`src/hdl/brf_pkg.sv`:
```
`timescale 1ns / 1ps
// Shared types and codes for the byte ring buffer.
// No dependencies.
package brf_pkg;

    typedef enum logic [1:0] {
        OP_PUSH  = 2'd0,
        OP_POP   = 2'd1,
        OP_PEEK  = 2'd2,
        OP_CLEAR = 2'd3
    } op_t;

    typedef enum logic [1:0] {
        LVL_MID  = 2'd0,
        LVL_HIGH = 2'd1,
        LVL_LOW  = 2'd2
    } level_t;

    typedef enum logic [1:0] {
        CFG_CAPACITY  = 2'd0,
        CFG_OVERWRITE = 2'd1,
        CFG_HIGH_MARK = 2'd2,
        CFG_LOW_MARK  = 2'd3
    } cfg_idx_t;

    localparam logic [7:0] CAPACITY_RST  = 8'd128;
    localparam logic [7:0] HIGH_MARK_RST = 8'd96;
    localparam logic [7:0] LOW_MARK_RST  = 8'd32;

endpackage

```
`src/hdl/brf_ifs.sv`:
```
`timescale 1ns / 1ps
// Request, response and configuration channels of the byte ring buffer.
// Depends on brf_pkg.
interface brf_in_if
    import brf_pkg::*;
();
    logic       valid;
    logic       ready;
    op_t        operation;
    logic [7:0] push_byte;
    logic [6:0] peek_index;

    modport source (output valid, operation, push_byte, peek_index, input ready);
    modport sink   (input valid, operation, push_byte, peek_index, output ready);
endinterface

interface brf_out_if
    import brf_pkg::*;
();
    logic       valid;
    logic       ready;
    logic       ok;
    logic [7:0] read_byte;
    logic [7:0] fill_count;
    logic       is_full;
    logic       is_empty;
    level_t     level;

    modport source (output valid, ok, read_byte, fill_count, is_full, is_empty, level,
                    input ready);
    modport sink   (input valid, ok, read_byte, fill_count, is_full, is_empty, level,
                    output ready);
endinterface

interface brf_cfg_if
    import brf_pkg::*;
();
    logic       valid;
    logic       ready;
    cfg_idx_t   index;
    logic [7:0] data;

    modport source (output valid, index, data, input ready);
    modport sink   (input valid, index, data, output ready);
endinterface

```
`src/hdl/byte_ring_fifo_overwrite.sv`:
```
`timescale 1ns / 1ps
// Byte ring buffer: push, pop, peek and clear on a single-port-write, sync-read RAM.
// Response registered in the cycle after the request is taken; the RAM read register
// doubles as the read_byte stage. Throughput: one request per cycle unless rsp stalls.
// Reset: pointers and count cleared, config registers to their defaults; RAM contents untouched.
// Depends on brf_pkg and the channel interfaces in brf_ifs.sv.
module byte_ring_fifo_overwrite
    import brf_pkg::*;
#(
    parameter int DEPTH = 128
)(
    input  logic          clk,
    input  logic          rst_n,
    brf_in_if.sink        req,
    brf_out_if.source     rsp,
    brf_cfg_if.sink       cfg
);

    // Capacity is an 8-bit register, so no more than 255 slots are ever addressed.
    localparam int         MD      = (DEPTH > 255) ? 255 : DEPTH;
    localparam int         PW      = (MD > 1) ? $clog2(MD) : 1;
    localparam logic [7:0] CAP_MAX = 8'(MD);

    function automatic logic [7:0] eff_cap(input logic [7:0] c);
        logic [7:0] r;
        r = c;
        if (c == 8'd0)
            r = 8'd1;
        else if (c > CAP_MAX)
            r = CAP_MAX;
        return r;
    endfunction

    function automatic logic [PW-1:0] adv(input logic [PW-1:0] p, input logic [7:0] c);
        logic [8:0] n;
        n = 9'(p) + 9'd1;
        return (n >= {1'b0, c}) ? '0 : n[PW-1:0];
    endfunction

    logic [7:0]    cap_reg;
    logic          ovr_reg;
    logic [7:0]    hmark_reg;
    logic [7:0]    lmark_reg;

    logic [PW-1:0] wpos_reg, wpos_next;
    logic [PW-1:0] rpos_reg, rpos_next;
    logic [7:0]    held_reg, held_next;

    logic          ovalid_reg;
    logic          ok_reg, ok_next;
    logic          rsel_reg, rsel_next;
    logic [7:0]    fill_reg;
    logic          full_reg, full_next;
    logic          empty_reg, empty_next;
    level_t        level_reg, level_next;

    logic [7:0]    mem [MD];
    logic [7:0]    rdata_reg;

    logic          fire;
    logic          cfg_fire;
    logic          wr_en;
    logic          rd_en;
    logic [PW-1:0] rd_addr;
    logic [8:0]    peek_sum;
    logic [8:0]    peek_pos;

    assign cfg.ready = 1'b1;
    assign cfg_fire  = cfg.valid;
    assign req.ready = !ovalid_reg || rsp.ready;
    assign fire      = req.valid && req.ready;

    always_comb
    begin
        wpos_next = wpos_reg;
        rpos_next = rpos_reg;
        held_next = held_reg;
        ok_next   = 1'b0;
        rsel_next = 1'b0;
        wr_en     = 1'b0;
        rd_addr   = rpos_reg;
        peek_sum  = 9'(rpos_reg) + 9'(req.peek_index);
        peek_pos  = (peek_sum >= {1'b0, cap_reg}) ? peek_sum - {1'b0, cap_reg} : peek_sum;

        unique case (req.operation)
            OP_PUSH:
            begin
                if (held_reg >= cap_reg) begin
                    // full: overwrite mode drops the oldest byte
                    if (ovr_reg) begin
                        rpos_next = adv(rpos_reg, cap_reg);
                        ok_next   = 1'b1;
                    end
                end
                else begin
                    held_next = held_reg + 8'd1;
                    ok_next   = 1'b1;
                end
                if (ok_next) begin
                    wr_en     = 1'b1;
                    wpos_next = adv(wpos_reg, cap_reg);
                end
            end
            OP_POP:
            begin
                if (held_reg != 8'd0) begin
                    rpos_next = adv(rpos_reg, cap_reg);
                    held_next = held_reg - 8'd1;
                    ok_next   = 1'b1;
                    rsel_next = 1'b1;
                end
            end
            OP_PEEK:
            begin
                rd_addr = peek_pos[PW-1:0];
                if ({1'b0, req.peek_index} < held_reg) begin
                    ok_next   = 1'b1;
                    rsel_next = 1'b1;
                end
            end
            OP_CLEAR:
            begin
                wpos_next = '0;
                rpos_next = '0;
                held_next = 8'd0;
                ok_next   = 1'b1;
            end
            default:
            begin
                ok_next = 1'b0;
            end
        endcase

        rd_en      = fire && rsel_next;
        full_next  = (held_next == cap_reg);
        empty_next = (held_next == 8'd0);
        if (held_next >= hmark_reg)
            level_next = LVL_HIGH;
        else if (held_next <= lmark_reg)
            level_next = LVL_LOW;
        else
            level_next = LVL_MID;
    end

    always_ff @(posedge clk or negedge rst_n)
    begin
        if (!rst_n) begin
            cap_reg    <= eff_cap(CAPACITY_RST);
            ovr_reg    <= 1'b0;
            hmark_reg  <= HIGH_MARK_RST;
            lmark_reg  <= LOW_MARK_RST;
            wpos_reg   <= '0;
            rpos_reg   <= '0;
            held_reg   <= 8'd0;
            ovalid_reg <= 1'b0;
        end
        else begin
            if (cfg_fire) begin
                unique case (cfg.index)
                    CFG_CAPACITY:
                    begin
                        cap_reg  <= eff_cap(cfg.data);
                        wpos_reg <= '0;
                        rpos_reg <= '0;
                        held_reg <= 8'd0;
                    end
                    CFG_OVERWRITE: ovr_reg   <= cfg.data[0];
                    CFG_HIGH_MARK: hmark_reg <= cfg.data;
                    CFG_LOW_MARK:  lmark_reg <= cfg.data;
                    default:       ovr_reg   <= ovr_reg;
                endcase
            end
            else if (fire) begin
                wpos_reg <= wpos_next;
                rpos_reg <= rpos_next;
                held_reg <= held_next;
            end
            if (fire)
                ovalid_reg <= 1'b1;
            else if (rsp.ready)
                ovalid_reg <= 1'b0;
        end
    end

    // response payload, held while the response stalls
    always_ff @(posedge clk)
    begin
        if (fire) begin
            ok_reg    <= ok_next;
            rsel_reg  <= rsel_next;
            fill_reg  <= held_next;
            full_reg  <= full_next;
            empty_reg <= empty_next;
            level_reg <= level_next;
        end
    end

    // slot RAM; a write is always visible to a read in a later cycle
    always_ff @(posedge clk)
    begin
        if (fire && wr_en)
            mem[wpos_reg] <= req.push_byte;
        if (rd_en)
            rdata_reg <= mem[rd_addr];
    end

    assign rsp.valid      = ovalid_reg;
    assign rsp.ok         = ok_reg;
    assign rsp.read_byte  = rsel_reg ? rdata_reg : 8'd0;
    assign rsp.fill_count = fill_reg;
    assign rsp.is_full    = full_reg;
    assign rsp.is_empty   = empty_reg;
    assign rsp.level      = level_reg;

endmodule

```
`src/flat_wrapper.sv`:
```
// flat-port wrapper written by rule: the top's interface ports become plain ports
module byte_ring_fifo_overwrite_flat import brf_pkg::*;
#(
    parameter int DEPTH = 128
)
  (clk, rst_n, req_valid, req_operation, req_push_byte, req_peek_index, req_ready, rsp_valid, rsp_ok, rsp_read_byte, rsp_fill_count, rsp_is_full, rsp_is_empty, rsp_level, rsp_ready, cfg_valid, cfg_index, cfg_data, cfg_ready);
  brf_in_if req_i ();
  brf_out_if rsp_i ();
  brf_cfg_if cfg_i ();
  input  logic clk;
  input  logic rst_n;
  input wire logic [$bits(req_i.valid)-1:0] req_valid;
  input wire logic [$bits(req_i.operation)-1:0] req_operation;
  input wire logic [$bits(req_i.push_byte)-1:0] req_push_byte;
  input wire logic [$bits(req_i.peek_index)-1:0] req_peek_index;
  output wire logic [$bits(req_i.ready)-1:0] req_ready;
  output wire logic [$bits(rsp_i.valid)-1:0] rsp_valid;
  output wire logic [$bits(rsp_i.ok)-1:0] rsp_ok;
  output wire logic [$bits(rsp_i.read_byte)-1:0] rsp_read_byte;
  output wire logic [$bits(rsp_i.fill_count)-1:0] rsp_fill_count;
  output wire logic [$bits(rsp_i.is_full)-1:0] rsp_is_full;
  output wire logic [$bits(rsp_i.is_empty)-1:0] rsp_is_empty;
  output wire logic [$bits(rsp_i.level)-1:0] rsp_level;
  input wire logic [$bits(rsp_i.ready)-1:0] rsp_ready;
  input wire logic [$bits(cfg_i.valid)-1:0] cfg_valid;
  input wire logic [$bits(cfg_i.index)-1:0] cfg_index;
  input wire logic [$bits(cfg_i.data)-1:0] cfg_data;
  output wire logic [$bits(cfg_i.ready)-1:0] cfg_ready;
  assign req_i.valid = req_valid;
  assign req_i.operation = req_operation;
  assign req_i.push_byte = req_push_byte;
  assign req_i.peek_index = req_peek_index;
  assign req_ready = req_i.ready;
  assign rsp_valid = rsp_i.valid;
  assign rsp_ok = rsp_i.ok;
  assign rsp_read_byte = rsp_i.read_byte;
  assign rsp_fill_count = rsp_i.fill_count;
  assign rsp_is_full = rsp_i.is_full;
  assign rsp_is_empty = rsp_i.is_empty;
  assign rsp_level = rsp_i.level;
  assign rsp_i.ready = rsp_ready;
  assign cfg_i.valid = cfg_valid;
  assign cfg_i.index = cfg_index;
  assign cfg_i.data = cfg_data;
  assign cfg_ready = cfg_i.ready;
  byte_ring_fifo_overwrite #(.DEPTH(DEPTH)) u_core (.clk(clk), .rst_n(rst_n), .req(req_i), .rsp(rsp_i), .cfg(cfg_i));
endmodule
```
`config.mk`:
```
export PLATFORM = sky130hd
export DESIGN_NAME = byte_ring_fifo_overwrite_flat
export DESIGN_NICKNAME = d
export VERILOG_FILES = /design/src/hdl/brf_pkg.sv /design/src/hdl/brf_ifs.sv /design/src/hdl/byte_ring_fifo_overwrite.sv /design/src/flat_wrapper.sv
export SDC_FILE = /design/constraint.sdc
export NUM_CORES = 1
export LEC_CHECK = 0
export BUFFER_PORTS_ARGS = -buffer_cell sky130_fd_sc_hd__buf_2
export CAP_MARGIN = 10
export CORE_ASPECT_RATIO = 1.2
export CORE_MARGIN = 5
export CORE_UTILIZATION = 45
export CTS_CLUSTER_DIAMETER = 80
export DETAILED_ROUTE_END_ITERATION = 10
export HOLD_SLACK_MARGIN = 0.1
export PLACE_DENSITY = 0.69
export SLEW_MARGIN = 20
export SYNTH_ARGS = -nofsm -noshare
export SYNTH_HDL_FRONTEND = slang
export SYNTH_SLANG_ARGS = --single-unit
```
`constraint.sdc`:
```
create_clock -name clk -period 13.24 [get_ports clk]
set_clock_uncertainty 0.1 [all_clocks]
set_input_delay 2.648 -clock clk [delete_from_list [all_inputs] [get_ports clk]]
set_output_delay 2.648 -clock clk [all_outputs]
set_load 0.005 [all_outputs]
```
==> results.ini <==
[floorplanning]
ioPinCount = 56
die_h_microns = 360.5
initial_utilization = 0.4537
core_area_sq_um = 101500
die_area_sq_um = 108900
placementRows = 128
die_x_microns = 302.1

[critical_path]
crit_path_end_kind = flop
r2r_slack_ns = 5.89
slowest_delay_ns = 0.84
crit_path_cell_trace = buf_2 > ha_1 > and3_1 > o21a_1 > o31a_1 > nor3_2 > ha_1 > a211oi_2 > nor2_1 > or2_0 > o211ai_2 > and2_4 > buf_12 > buf_4 > nand2_1 > and3_1 > a311oi_1 > nor4_1 > nor4_1 > and4_1
path_buf_inv = 3
start_kind = input port
reg2reg_depth = 19
cp_max_fo = 134
endpoint = u_core.rdata_reg[3]$_DFFE_PP_
arrival_ns = 9.36
r2r-start = u_core.rpos_reg[2]$_DFFE_PN0P_
slowest_stage = nor4_1
required_ns = 13.68
cp.depth = 20
crit_family = simple AND/OR/NAND/NOR gates
r2r_end = u_core.rdata_reg[3]$_DFFE_PP_
crit_type = in2reg
crit_start = req_peek_index[2]

[final_layout]
largest-register = u_core.mem
finalNonFillerCells = 4890
largest_register_ffs = 1024
area_growth_pct = 9.951
nets = 3548
drive_gt1_frac = 0.08797
final_cell_mix = edfxtp_1, nand2_1, a21oi_1
final_common_cell = edfxtp_1

[detailed_routing]
post_drt_wl_per_cell_microns = 24.63
drt_iter0_markers = 3312
routed_wl_microns = 120400
vias = 29210
routed_via_density = 5.973
dr.pass1.iters = 5
ant_nets = 0
drc = 0

[cts]
clock_latency_ns = 0.67
cts.repair.resized = 0
cts_setup_buffers = 0
clk_path_buf_depth = 3
cts_tree = done
cts_sinks = 1094
numCtsBuffers = 100
path_clk_slew_ns = 0.06
cts-root-buf = clkbuf_16
h-tree-depth = 3
cts_hold_buffers = 0

[yosys]
synth_seq_cells = 1094
synth.net_count = 3564
ys_types = 88
ys_seq_area_frac = 0.7079
synth_edf_count = 1046
syn_area_per_cell_sq_um = 13.32
synth_top_area_cell = edfxtp_1
yosys_warnings = 0
synthTopCellsByArea = edfxtp_1, nand2_1, a21oi_1
netlist_instances = 3460
synth_top_cell_area_share = 0.6818
syn_area_sq_um = 46070
async_reset_ff_frac = 0.04388
synth_ff_type = edfxtp_1

[sta]
finalSetupTns_ns = 0
slew_viol_final = 0
min_period_ns = 8.926
hold_viol_final = 0
worst_hold_slack_ns = 0.3860
period_share = 0.6742
clock.fmax_ghz = 0.1120
finalSetupViolations = 0
rsz0062_at_grt = false
slew_headroom = 0.2745
tightest_slew_ns = 1.078

[placed_design]
hpwl_microns = 70190
gp_congestion = 0.8426
io_buffers = 54
placedCellCount = 4707

[grt]
grt_max_degree = 172
grt_usage = 0.2147
grt_pass1_wl_microns = 179000
overflow = 0
grt_pass1_vias = 28098
antenna_found_initial = 4

[pwr]
leakagePower_nw = 16.90
peakVddDrop_uv = 129.2
power.total_w = 0.008377
pwr_density_cell_nw_per_um2 = 165.4

[job]
drv_cap = 0

[outcome]
outcome = completed

[hold_path]
hold_path.class = reg2reg

==> Yosys cell counts, drive strengths merged (15+ instances only) <==
master	instances
nand2	668
o21ai	68
nor3	18
a221oi	61
a211oi	27
a21o	15
mux2	20
and3	34
a311oi	23
a31oi	21
xnor2	17
mux2i	95
dfrtp	44
nand3	150
edfxtp	1046
o22ai	46
nor2b	20
ha	70
nor4	48
inv	45
nand2b	24
nor2	164
clkbuf	73
a21oi	320
buf	141
a22o	52
==> final cells by class <==
cell class	count	area (sq um)
Fill cell	8583	50880
Sequential cell	1094	32620
Multi-Input combinational cell	2106	12220
Clock buffer	123	2714
Tap cell	1365	1708
Timing Repair Buffer	96	668.1
Clock inverter	59	554.3
Inverter	46	172.7
Antenna cell	1	2.502
==> routing by layer <==
layer  part of all wire  routed length (microns)  global-route usage  vias up
li1                   -                        -                   -    12991
met3              0.088                    10560             0.03656      238
met2               0.48                    58370              0.3500     1469
met5            0.00011                       13                   0        -
met4              0.038                     4549             0.07863        2
met1               0.39                    46940              0.2921    14510
==> stage by stage <==
stage / instance area (sq um) / utilization / worst slack (ns)
3_3_place_gp: 47380 / 0.4666 / 3.694
6_report: 50660 / 0.4989 / 4.314
3_5_place_dp: 47380 / 0.4666 / 3.636
5_1_grt: 50660 / 0.4989 / 3.967
2_1_floorplan: 46070 / - / 6.426
4_1_cts: 50650 / 0.4988 / 4.333
==> where the power goes <==
part	total (W)	internal, W	switching, W
sequential	0.00387	0.00383	0.0000390
combinational	0.00161	0.000517	0.00109
clock	0.00290	0.00163	0.00126
total	0.00838	0.00599	0.00239
==> tightest hold or removal path, delay by kind of cell, from the launching register on <==
kind	cells	cell delay [ns]
AND/OR/NAND/NOR	1	0.05
AO/OA/AOI/OAI	1	0.06
flip-flops	1	0.34
==> kinds of logic (layout without fill, tap and decap cells) <==
family                   after synthesis  after routing  share of synthesized area
multiplexers                         115            115                    0.02553
flip-flops                          1094           1094                     0.7079
adder cells (fa/ha/maj)               72             72                    0.01988
buffers and inverters                260            324                    0.02778
AND/OR/NAND/NOR                     1187           1187                     0.1146
AO/OA/AOI/OAI                        706            706                    0.09940
XOR/XNOR                              25             25                   0.004753
other                                  1              2                 0.00008139
==> worst min path at each step <==
stage	from	to	depth (start not counted)
4_1_cts	u_core.cap_reg[4]$_DFFE_PN0P_	u_core.cap_reg[4]$_DFFE_PN0P_	2
3_5_place_dp	u_core.cap_reg[4]$_DFFE_PN0P_	u_core.cap_reg[4]$_DFFE_PN0P_	2
2_1_floorplan	u_core.cap_reg[2]$_DFFE_PN0P_	u_core.cap_reg[2]$_DFFE_PN0P_	2
6_report	u_core.cap_reg[4]$_DFFE_PN0P_	u_core.cap_reg[4]$_DFFE_PN0P_	2
5_1_grt	u_core.cap_reg[5]$_DFFE_PN0P_	u_core.cap_reg[5]$_DFFE_PN0P_	2
3_3_place_gp	u_core.cap_reg[4]$_DFFE_PN0P_	u_core.cap_reg[4]$_DFFE_PN0P_	2
Note: power is estimated with default switching activity, not from simulation.
